**config.mk**
```make
export PLATFORM = sky130hd
export DESIGN_NAME = chol_ctrl
export DESIGN_NICKNAME = d
export VERILOG_FILES = /design/src/sv/chol_pkg.sv /design/src/sv/chol_ctrl.sv
export SDC_FILE = /design/constraint.sdc
export NUM_CORES = 1
export LEC_CHECK = 0
export ABC_CLOCK_PERIOD_IN_PS = 2050
export CORE_ASPECT_RATIO = 0.75
export CORE_UTILIZATION = 55
export CTS_BUF_LIST = sky130_fd_sc_hd__clkbuf_8 sky130_fd_sc_hd__clkbuf_16
export DETAILED_ROUTE_END_ITERATION = 12
export DONT_BUFFER_PORTS = 1
export PLACE_DENSITY_LB_ADDON = 0.05
export RECOVER_POWER = 100
export SLEW_MARGIN = 10
export SYNTH_ARGS = -nofsm -noshare
export SYNTH_HDL_FRONTEND = slang
export SYNTH_SLANG_ARGS = --single-unit
```
**constraint.sdc**
```tcl
create_clock -name clk -period 2.05 [get_ports clk]
set_input_delay 0.41 -clock clk [delete_from_list [all_inputs] [get_ports clk]]
set_output_delay 0.41 -clock clk [all_outputs]
set_load 0.02 [all_outputs]
```
**src/sv/chol_pkg.sv**
```systemverilog
// Shared types, constants and arithmetic helpers of the Cholesky update block.
`default_nettype none
package chol_pkg;

  localparam int DIM_DEF = 16;
  localparam int DATA_W  = 32;
  localparam int ROW_W   = 6;
  localparam int OP_W    = 2;
  localparam int ST_W    = 2;
  localparam int IDX_W   = 7;
  localparam int ACC_W   = 49;
  localparam int PQ_W    = 48;
  localparam int UOP_W   = 5;

  localparam logic signed [DATA_W-1:0] Q_MAX = 32'sh7FFF_FFFF;
  localparam logic signed [DATA_W-1:0] Q_MIN = 32'sh8000_0000;

  // Operation codes of an input item.
  localparam logic [OP_W-1:0] OP_LOAD_F = 2'd0;
  localparam logic [OP_W-1:0] OP_LOAD_X = 2'd1;
  localparam logic [OP_W-1:0] OP_UPDATE = 2'd2;
  localparam logic [OP_W-1:0] OP_READ   = 2'd3;

  // Result status codes.
  localparam logic [ST_W-1:0] ST_OK       = 2'd0;
  localparam logic [ST_W-1:0] ST_NEG_RAD  = 2'd1;
  localparam logic [ST_W-1:0] ST_ZERO_PIV = 2'd2;
  localparam logic [ST_W-1:0] ST_RANGE    = 2'd3;

  // Datapath micro-operations issued by the controller.
  localparam logic [UOP_W-1:0] U_NOP    = 5'd0;
  localparam logic [UOP_W-1:0] U_ACCEPT = 5'd1;
  localparam logic [UOP_W-1:0] U_RDCAP  = 5'd2;
  localparam logic [UOP_W-1:0] U_PRD    = 5'd3;
  localparam logic [UOP_W-1:0] U_PLAT   = 5'd4;
  localparam logic [UOP_W-1:0] U_MWX    = 5'd5;
  localparam logic [UOP_W-1:0] U_MRR    = 5'd6;
  localparam logic [UOP_W-1:0] U_MWXX   = 5'd7;
  localparam logic [UOP_W-1:0] U_RAD    = 5'd8;
  localparam logic [UOP_W-1:0] U_FAIL1  = 5'd9;
  localparam logic [UOP_W-1:0] U_FAIL2  = 5'd10;
  localparam logic [UOP_W-1:0] U_SQ     = 5'd11;
  localparam logic [UOP_W-1:0] U_R      = 5'd12;
  localparam logic [UOP_W-1:0] U_C      = 5'd13;
  localparam logic [UOP_W-1:0] U_S      = 5'd14;
  localparam logic [UOP_W-1:0] U_WS     = 5'd15;
  localparam logic [UOP_W-1:0] U_JRD    = 5'd16;
  localparam logic [UOP_W-1:0] U_JLAT   = 5'd17;
  localparam logic [UOP_W-1:0] U_JM1    = 5'd18;
  localparam logic [UOP_W-1:0] U_JNUM   = 5'd19;
  localparam logic [UOP_W-1:0] U_JDIV   = 5'd20;
  localparam logic [UOP_W-1:0] U_JQ     = 5'd21;
  localparam logic [UOP_W-1:0] U_JM3    = 5'd22;
  localparam logic [UOP_W-1:0] U_JM4    = 5'd23;
  localparam logic [UOP_W-1:0] U_JWR    = 5'd24;
  localparam logic [UOP_W-1:0] U_OK     = 5'd25;
  localparam logic [UOP_W-1:0] U_PUSH   = 5'd26;

  typedef struct packed {
    logic [UOP_W-1:0] uop;
    logic [IDX_W-1:0] k;
    logic [IDX_W-1:0] j;
  } cmd_t;

  typedef struct packed {
    logic [OP_W-1:0] op;
    logic            idx_ok;
    logic            rad_neg;
    logic            piv_zero;
    logic            unit_busy;
  } sts_t;

  // Q16.16 product scaled back, rounding toward minus infinity, sign-extended.
  function automatic logic signed [ACC_W-1:0] ext_q(input logic signed [63:0] p);
    return {p[63], p[63:16]};
  endfunction

  function automatic logic signed [ACC_W-1:0] ext32(input logic signed [DATA_W-1:0] v);
    return {{(ACC_W-DATA_W){v[DATA_W-1]}}, v};
  endfunction

  function automatic logic signed [DATA_W-1:0] sat32(input logic signed [ACC_W-1:0] v);
    logic ovf;
    ovf = (v[ACC_W-1:DATA_W-1] != {(ACC_W-DATA_W+1){v[ACC_W-1]}});
    if (ovf) begin
      return v[ACC_W-1] ? Q_MIN : Q_MAX;
    end
    return v[DATA_W-1:0];
  endfunction

endpackage
`default_nettype wire

```
**src/sv/chol_ctrl.sv**
```systemverilog
// Controller state machine that sequences loads, reads and the pivot loop.
`default_nettype none
module chol_ctrl #(
  parameter int DIM = chol_pkg::DIM_DEF
) (
  input  logic            clk,
  input  logic            rst,
  input  logic            in_valid,
  output logic            in_ready,
  output logic            out_valid,
  input  logic            out_ready,
  input  chol_pkg::sts_t  sts,
  output chol_pkg::cmd_t  cmd
);
  localparam logic [4:0] S_IDLE  = 5'd0;
  localparam logic [4:0] S_RDCAP = 5'd1;
  localparam logic [4:0] S_PRD   = 5'd2;
  localparam logic [4:0] S_PLAT  = 5'd3;
  localparam logic [4:0] S_MWX   = 5'd4;
  localparam logic [4:0] S_MRR   = 5'd5;
  localparam logic [4:0] S_MWXX  = 5'd6;
  localparam logic [4:0] S_RAD   = 5'd7;
  localparam logic [4:0] S_CHK   = 5'd8;
  localparam logic [4:0] S_WSQ   = 5'd9;
  localparam logic [4:0] S_WC    = 5'd10;
  localparam logic [4:0] S_WS    = 5'd11;
  localparam logic [4:0] S_WSW   = 5'd12;
  localparam logic [4:0] S_JRD   = 5'd13;
  localparam logic [4:0] S_JLAT  = 5'd14;
  localparam logic [4:0] S_JM1   = 5'd15;
  localparam logic [4:0] S_JNUM  = 5'd16;
  localparam logic [4:0] S_JDIV  = 5'd17;
  localparam logic [4:0] S_WQ    = 5'd18;
  localparam logic [4:0] S_JM3   = 5'd19;
  localparam logic [4:0] S_JM4   = 5'd20;
  localparam logic [4:0] S_JWR   = 5'd21;
  localparam logic [4:0] S_FIN   = 5'd22;
  localparam logic [4:0] S_DONE  = 5'd23;

  localparam logic [chol_pkg::IDX_W-1:0] DIM_I = chol_pkg::IDX_W'(DIM);
  localparam logic [chol_pkg::IDX_W-1:0] ONE_I = chol_pkg::IDX_W'(1);

  logic [4:0] state;
  logic [4:0] state_next;
  logic [chol_pkg::IDX_W-1:0] k;
  logic [chol_pkg::IDX_W-1:0] k_next;
  logic [chol_pkg::IDX_W-1:0] j;
  logic [chol_pkg::IDX_W-1:0] j_next;
  logic [chol_pkg::UOP_W-1:0] uop;
  logic accept;
  logic push;

  assign in_ready = (state == S_IDLE);
  assign accept   = in_valid && in_ready;
  assign push     = (state == S_DONE) && (!out_valid || out_ready);

  always_comb begin
    state_next = state;
    k_next     = k;
    j_next     = j;
    uop        = chol_pkg::U_NOP;
    case (state)
      S_IDLE: begin
        if (accept) begin
          uop = chol_pkg::U_ACCEPT;
          if (sts.op == chol_pkg::OP_UPDATE) begin
            k_next     = '0;
            state_next = S_PRD;
          end else if (sts.op == chol_pkg::OP_READ && sts.idx_ok) begin
            state_next = S_RDCAP;
          end else begin
            state_next = S_DONE;
          end
        end
      end
      S_RDCAP: begin
        uop        = chol_pkg::U_RDCAP;
        state_next = S_DONE;
      end
      S_PRD: begin
        uop        = chol_pkg::U_PRD;
        state_next = S_PLAT;
      end
      S_PLAT: begin
        uop        = chol_pkg::U_PLAT;
        state_next = S_MWX;
      end
      S_MWX: begin
        uop        = chol_pkg::U_MWX;
        state_next = S_MRR;
      end
      S_MRR: begin
        uop        = chol_pkg::U_MRR;
        state_next = S_MWXX;
      end
      S_MWXX: begin
        uop        = chol_pkg::U_MWXX;
        state_next = S_RAD;
      end
      S_RAD: begin
        uop        = chol_pkg::U_RAD;
        state_next = S_CHK;
      end
      S_CHK: begin
        if (sts.rad_neg) begin
          uop        = chol_pkg::U_FAIL1;
          state_next = S_DONE;
        end else if (sts.piv_zero) begin
          uop        = chol_pkg::U_FAIL2;
          state_next = S_DONE;
        end else begin
          uop        = chol_pkg::U_SQ;
          state_next = S_WSQ;
        end
      end
      S_WSQ: begin
        if (!sts.unit_busy) begin
          uop        = chol_pkg::U_R;
          state_next = S_WC;
        end
      end
      S_WC: begin
        if (!sts.unit_busy) begin
          uop        = chol_pkg::U_C;
          state_next = S_WS;
        end
      end
      S_WS: begin
        if (!sts.unit_busy) begin
          uop        = chol_pkg::U_S;
          state_next = S_WSW;
        end
      end
      S_WSW: begin
        uop = chol_pkg::U_WS;
        if (k + ONE_I == DIM_I) begin
          state_next = S_FIN;
        end else begin
          j_next     = k + ONE_I;
          state_next = S_JRD;
        end
      end
      S_JRD: begin
        uop        = chol_pkg::U_JRD;
        state_next = S_JLAT;
      end
      S_JLAT: begin
        uop        = chol_pkg::U_JLAT;
        state_next = S_JM1;
      end
      S_JM1: begin
        uop        = chol_pkg::U_JM1;
        state_next = S_JNUM;
      end
      S_JNUM: begin
        uop        = chol_pkg::U_JNUM;
        state_next = S_JDIV;
      end
      S_JDIV: begin
        uop        = chol_pkg::U_JDIV;
        state_next = S_WQ;
      end
      S_WQ: begin
        if (!sts.unit_busy) begin
          uop        = chol_pkg::U_JQ;
          state_next = S_JM3;
        end
      end
      S_JM3: begin
        uop        = chol_pkg::U_JM3;
        state_next = S_JM4;
      end
      S_JM4: begin
        uop        = chol_pkg::U_JM4;
        state_next = S_JWR;
      end
      S_JWR: begin
        uop = chol_pkg::U_JWR;
        if (j + ONE_I == DIM_I) begin
          k_next = k + ONE_I;
          if (k + ONE_I == DIM_I) begin
            state_next = S_FIN;
          end else begin
            state_next = S_PRD;
          end
        end else begin
          j_next     = j + ONE_I;
          state_next = S_JRD;
        end
      end
      S_FIN: begin
        uop        = chol_pkg::U_OK;
        state_next = S_DONE;
      end
      S_DONE: begin
        if (push) begin
          uop        = chol_pkg::U_PUSH;
          state_next = S_IDLE;
        end
      end
      default: begin
        state_next = S_IDLE;
      end
    endcase
  end

  always_ff @(posedge clk) begin
    if (rst) begin
      state     <= S_IDLE;
      k         <= '0;
      j         <= '0;
      out_valid <= 1'b0;
    end else begin
      state <= state_next;
      k     <= k_next;
      j     <= j_next;
      if (push) begin
        out_valid <= 1'b1;
      end else if (out_ready) begin
        out_valid <= 1'b0;
      end
    end
  end

  assign cmd.uop = uop;
  assign cmd.k   = k;
  assign cmd.j   = j;
endmodule
`default_nettype wire

```
Word-level counts from Yosys, hierarchy flattened
Cells that the tools add are included.

operators by class
  add/sub/neg operators = 2
  eq/ne operators = 37
  muxes and demuxes = 32
  reduce and logical (&&, ||, !) cells = 13

operator list
  cell                                                                     count
  5-bit one-hot mux with 24 select lines                                   1
  5-bit one-hot mux with 23 select lines                                   1
  5-bit 2-to-1 mux                                                         15
  5-bit by 4-bit == test with 1-bit output, second input constant          8
  5-bit == test, second input constant                                     8
  7-bit 2-to-1 mux                                                         5
  7-bit one-hot mux with 2 select lines                                    2
  5-bit by 3-bit == test with 1-bit output, second input constant          4
  2-bit inequality test, second input constant                             8
  7-bit by 1-bit adder with 7-bit output, second input constant            2
  7-bit by 5-bit == test with 1-bit output, second input constant          2
  4-bit 2-to-1 mux                                                         3
  5-bit by 2-bit == test with 1-bit output, second input constant          2
  6-bit AND reduction                                                      1
  2-bit nonzero test                                                       3
  5-bit by 1-bit == test with 1-bit output, second input constant          1
  5-bit logical NOT                                                        1
  2-bit == test, second input constant                                     2
  1-bit 2-to-1 mux                                                         4
  2-bit by 1-bit inequality test with 1-bit output, second input constant  2
  4-bit AND reduction                                                      1
  1-bit logical AND                                                        3
  3-bit AND reduction                                                      1
  2-bit 2-to-1 mux                                                         1
  other kinds (3)                                                          3

word-level totals
  register bits after elaboration = 20
  input bits = 10
  output and inout bits = 21
  logic and storage cells = 88

Logic depth before layout (Yosys ltp)
  depth after elaboration = 6
  mapped depth = 9
  gate-level depth less buffers = 7

Worst setup path after synthesis
No wires, ideal clock.

  path kind = register -> register
  start = register k[1] (netlist bit)
  end = register j[6] (netlist bit)
  setup time = 0.095 ns
  arrival = 2.191 ns
  required time = 1.955 ns
  path slack = -0.237 ns
  cell stages (with the launch flop) = 9
  path buffers = 1
  period minus slack after synthesis = 2.287 ns
  path through = dfxtp_1 ha_1 buf_6 and4bb_1 a22oi_1 a211oi_2 or2_4 or4_1 o311ai_1

on the way
  longest elaborated chain between the ends = 4
  elaborated cells between the ends (all ways) = 6
  classes of those cells = 1 x add/sub; 2 x eq/ne; 2 x mux; 1 x reduce/logical

RTL lines
  what                                        line                                source
  start, declared                             chol_ctrl.sv:45                     logic [chol_pkg::IDX_W-1:0] k;
  start signal, assigned                      chol_ctrl.sv:215                    k <= k_next;
  7-bit by 1-bit adder with 7-bit output (*)  chol_ctrl.sv:136, chol_ctrl.sv:139
  7-bit by 5-bit == test with 1-bit output    chol_ctrl.sv:136                    if (k + ONE_I == DIM_I) begin
  2-bit inequality test (no line)             -
  3-bit AND reduction (no line)               -
  end signal, assigned                        chol_ctrl.sv:216                    j <= j_next;
  end, declared                               chol_ctrl.sv:47                     logic [chol_pkg::IDX_W-1:0] j;

Every way passes the cells marked *; elsewhere a longest branch is shown, timed or not. The select of a mux whose other input is x is not followed.
A chain may end at the register's enable or synchronous reset.

==> key figures <==
Status
  • Status: finished, final reports clean

Routing
  • Post-DR wirelength/cell: 17.2 um
  • Max layer used: met4
  • Drt total wl: approximately 5600 um
  • Drt drc: 0
  • Initial drt markers: 340
  • DR vias: ~2.1k
  • ANT nets after route: 0
  • Met1 wire length: between 2000 and 3000 um
  • WL met2: 2440 um
  • Met3 routed WL: between 500 and 600 um
  • DRT Pass-1 Iters: 5
  • Routed vias/inst: 6.54

Pwr
  • Power, Total: 2.06 mW
  • Power Dens Cells: between 900 and 1000 nW/um^2
  • Cell leakage power: 0.869 nW
  • VDD IR max: 0.779 mV

Timing
  • Hold Fails Final Rpt: 0
  • Tmin final: just under 2 ns
  • Max Freq: approximately 0.5 GHz
  • Worst-margin pin slew: ~0.5 ns
  • Slew Viols, Final: 0
  • PnR worst setup slack: 0.0629 ns
  • Final period utilization: 0.969
  • Unrepaired setup endpoints after global routing: false
  • Max-slew headroom: 0.669
  • Final setup violation count: 0
  • Clk_skew: 0.00250 ns

Clock network
  • H-tree depth: 1
  • Worst skew pair latency: 0.26 ns
  • Cts hold-fix bufs: 0
  • # clock sinks: 20
  • CTS Buf Count: 3
  • TritonCTS clock tree: built
  • Clock transition at the registers of the reported paths: 0.08 ns
  • Root Buffer: clkbuf_8
  • Max clock buf depth: 2

Synthesis
  • Cell count after synthesis: approximately 250
  • Post-synth EDFFs: 0
  • Ys flop type: dfxtp_1
  • Synthesized area: 1810 um^2
  • Synth Area per Inst: 7.16 um^2
  • Post-synthesis cell type count: 65
  • Area fraction of the dominant cell type after synthesis: 0.221
  • Largest cells by area after synthesis: dfxtp_1 22%, a21oi_1 7.2%, nor2_1 6.2%
  • Net Count, Synth: 266
  • Yosys warns: 0
  • Register area share after synthesis: 0.221
  • Area leader, netlist: dfxtp_1
  • Post-synth ARST share: 0
  • #FFs+latches synth: 20

Global route
  • Largest net degree at the start of global routing: 22
  • Gr ovfl total: 0
  • Total GRT Usage: 0.332
  • First-pass GRT wire length: about 8700 um
  • Antenna violations before repair: 0
  • Number of global-route vias before repair: 1,874

Setup path
  • WP data required: 1.64 ns
  • Worst Path Arrival: 1.58 ns
  • Worst-path maximum fanout: 8
  • CP Class: reg -> out
  • Startpoint types: flop
  • Setup crit end kind: output port

Place
  • Placed Area: 2120 um^2
  • Dpl ws: -0.0195 ns
  • Routability cong.: between 0.9 and 1
  • Hpwl dp: roughly 4200 um
  • Port-buffer cells: 0

Finish
  • Commonest non-fill, non-tap cells in the layout: 32 x buf_4, 29 x nor2_1, 26 x a21oi_1, 19 x o21ai_0, 18 x nand2_1
  • Area Growth Syn to Fin: 24.7%
  • Final Cell Area: 2260 um^2
  • Nets: 301
  • Most common cell after layout, fill and taps aside: buf_4
  • Fraction of layout cells with a size suffix above 1: 0.265
  • Ant diodes: 0

Run
  • Maxcap violations: 0

Floorplan
  • DIE AREA: about 3500 um^2
  • Top-level port count: 31
  • Core area: 3040 um^2
  • FP Rows: 17
  • Initial core utilization: 0.596
  • Die X-Extent: roughly 68 um
  • DIE HEIGHT: 51.7 um

Hold path
  • Hold WC Path Type: in -> reg
[repair_timing]
item | 4_1_cts | 5_1_grt
buffers inserted | 0 | 4
pin swaps | 0 | 6
gates resized for setup | 6 | 22
setup endpoints to repair | 5 | 14
endpoints found under the hold margin | 0 | 0
[state kept, by name, summed over array words and instances, names as in the netlist]
| name | flops |
|---|---|
| j | 7 |
| k | 7 |
| state | 5 |
| out_valid | 1 |
[cell type report]
type,count,area [um^2]
clock buffer,4,55.1
tap,38,47.5
sequential,20,424
fill,234,782
timing repair buffer,49,342
multi-input combinational,206,1360
inverter,8,30.0
[synthesized netlist by cell type, types with 3 or more instances]
cell,instances
dfxtp_1,20
nand3_1,8
nand2b_1,4
buf_4,3
xor2_1,5
a21oi_1,26
and2_1,5
buf_2,3
nor3_1,4
o32ai_1,4
or3_1,4
mux2i_1,3
o21ai_0,20
nor2_1,30
nor2b_1,6
clkbuf_1,9
nand3b_1,6
ha_1,3
nand2_1,18
a211oi_1,3
inv_1,8
[worst max-delay path: stages, from the launching register on]
cell and delay (ns):
dfxtp_4 0.38, and2_2 0.24, and2_1 0.18, nand2b_1 0.17, o21ai_0 0.09, a22o_1 0.26
[kinds of logic (layout without fill, tap and decap cells)]
logic type | after synthesis | count (layout) | synth area share
buf+inv | 27 | 61 | 0.0691
mux | 3 | 3 | 0.0166
flops | 20 | 20 | 0.221
compound gates | 90 | 90 | 0.334
fa+ha+maj | 3 | 3 | 0.0207
simple gates | 104 | 104 | 0.309
xor+xnor | 6 | 6 | 0.0290
[per-stage QoR]
stage          cells   util  hold slack, ns  TNS (ns)
2_1_floorplan    253      -           0.536   -0.0254
3_3_place_gp     317  0.698           0.478         0
6_report         325  0.743           0.206         0
5_1_grt          325  0.743           0.186         0
3_5_place_dp     317  0.698           0.481   -0.0195
4_1_cts          321  0.719           0.195         0
[routing by layer]
layer,vias up,GRT usage
li1,1004,-
met1,989,0.462
met2,118,0.518
met3,14,0.0811
met4,0,0.0625
met5,-,0
[worst paths after layout]
| path | end | start | slack (ns) | cells past startpoint |
|---|---|---|---|---|
| max | cmd[18] | state[1] | 0.06 | 5 |
| max reg2reg | j[6] | k[1] | 0.07 | 7 |
| min | state[0] | rst | 0.21 | 1 |
| min reg2reg | j[3] | j[3] | 0.56 | 2 |
[power by group]
group          total, mW  switching, mW  internal [mW]
clock network      0.305          0.134          0.171
logic               1.24          0.705          0.535
registers          0.513         0.0726          0.441
total               2.06          0.912           1.15
(Power assumes the default switching activity.)
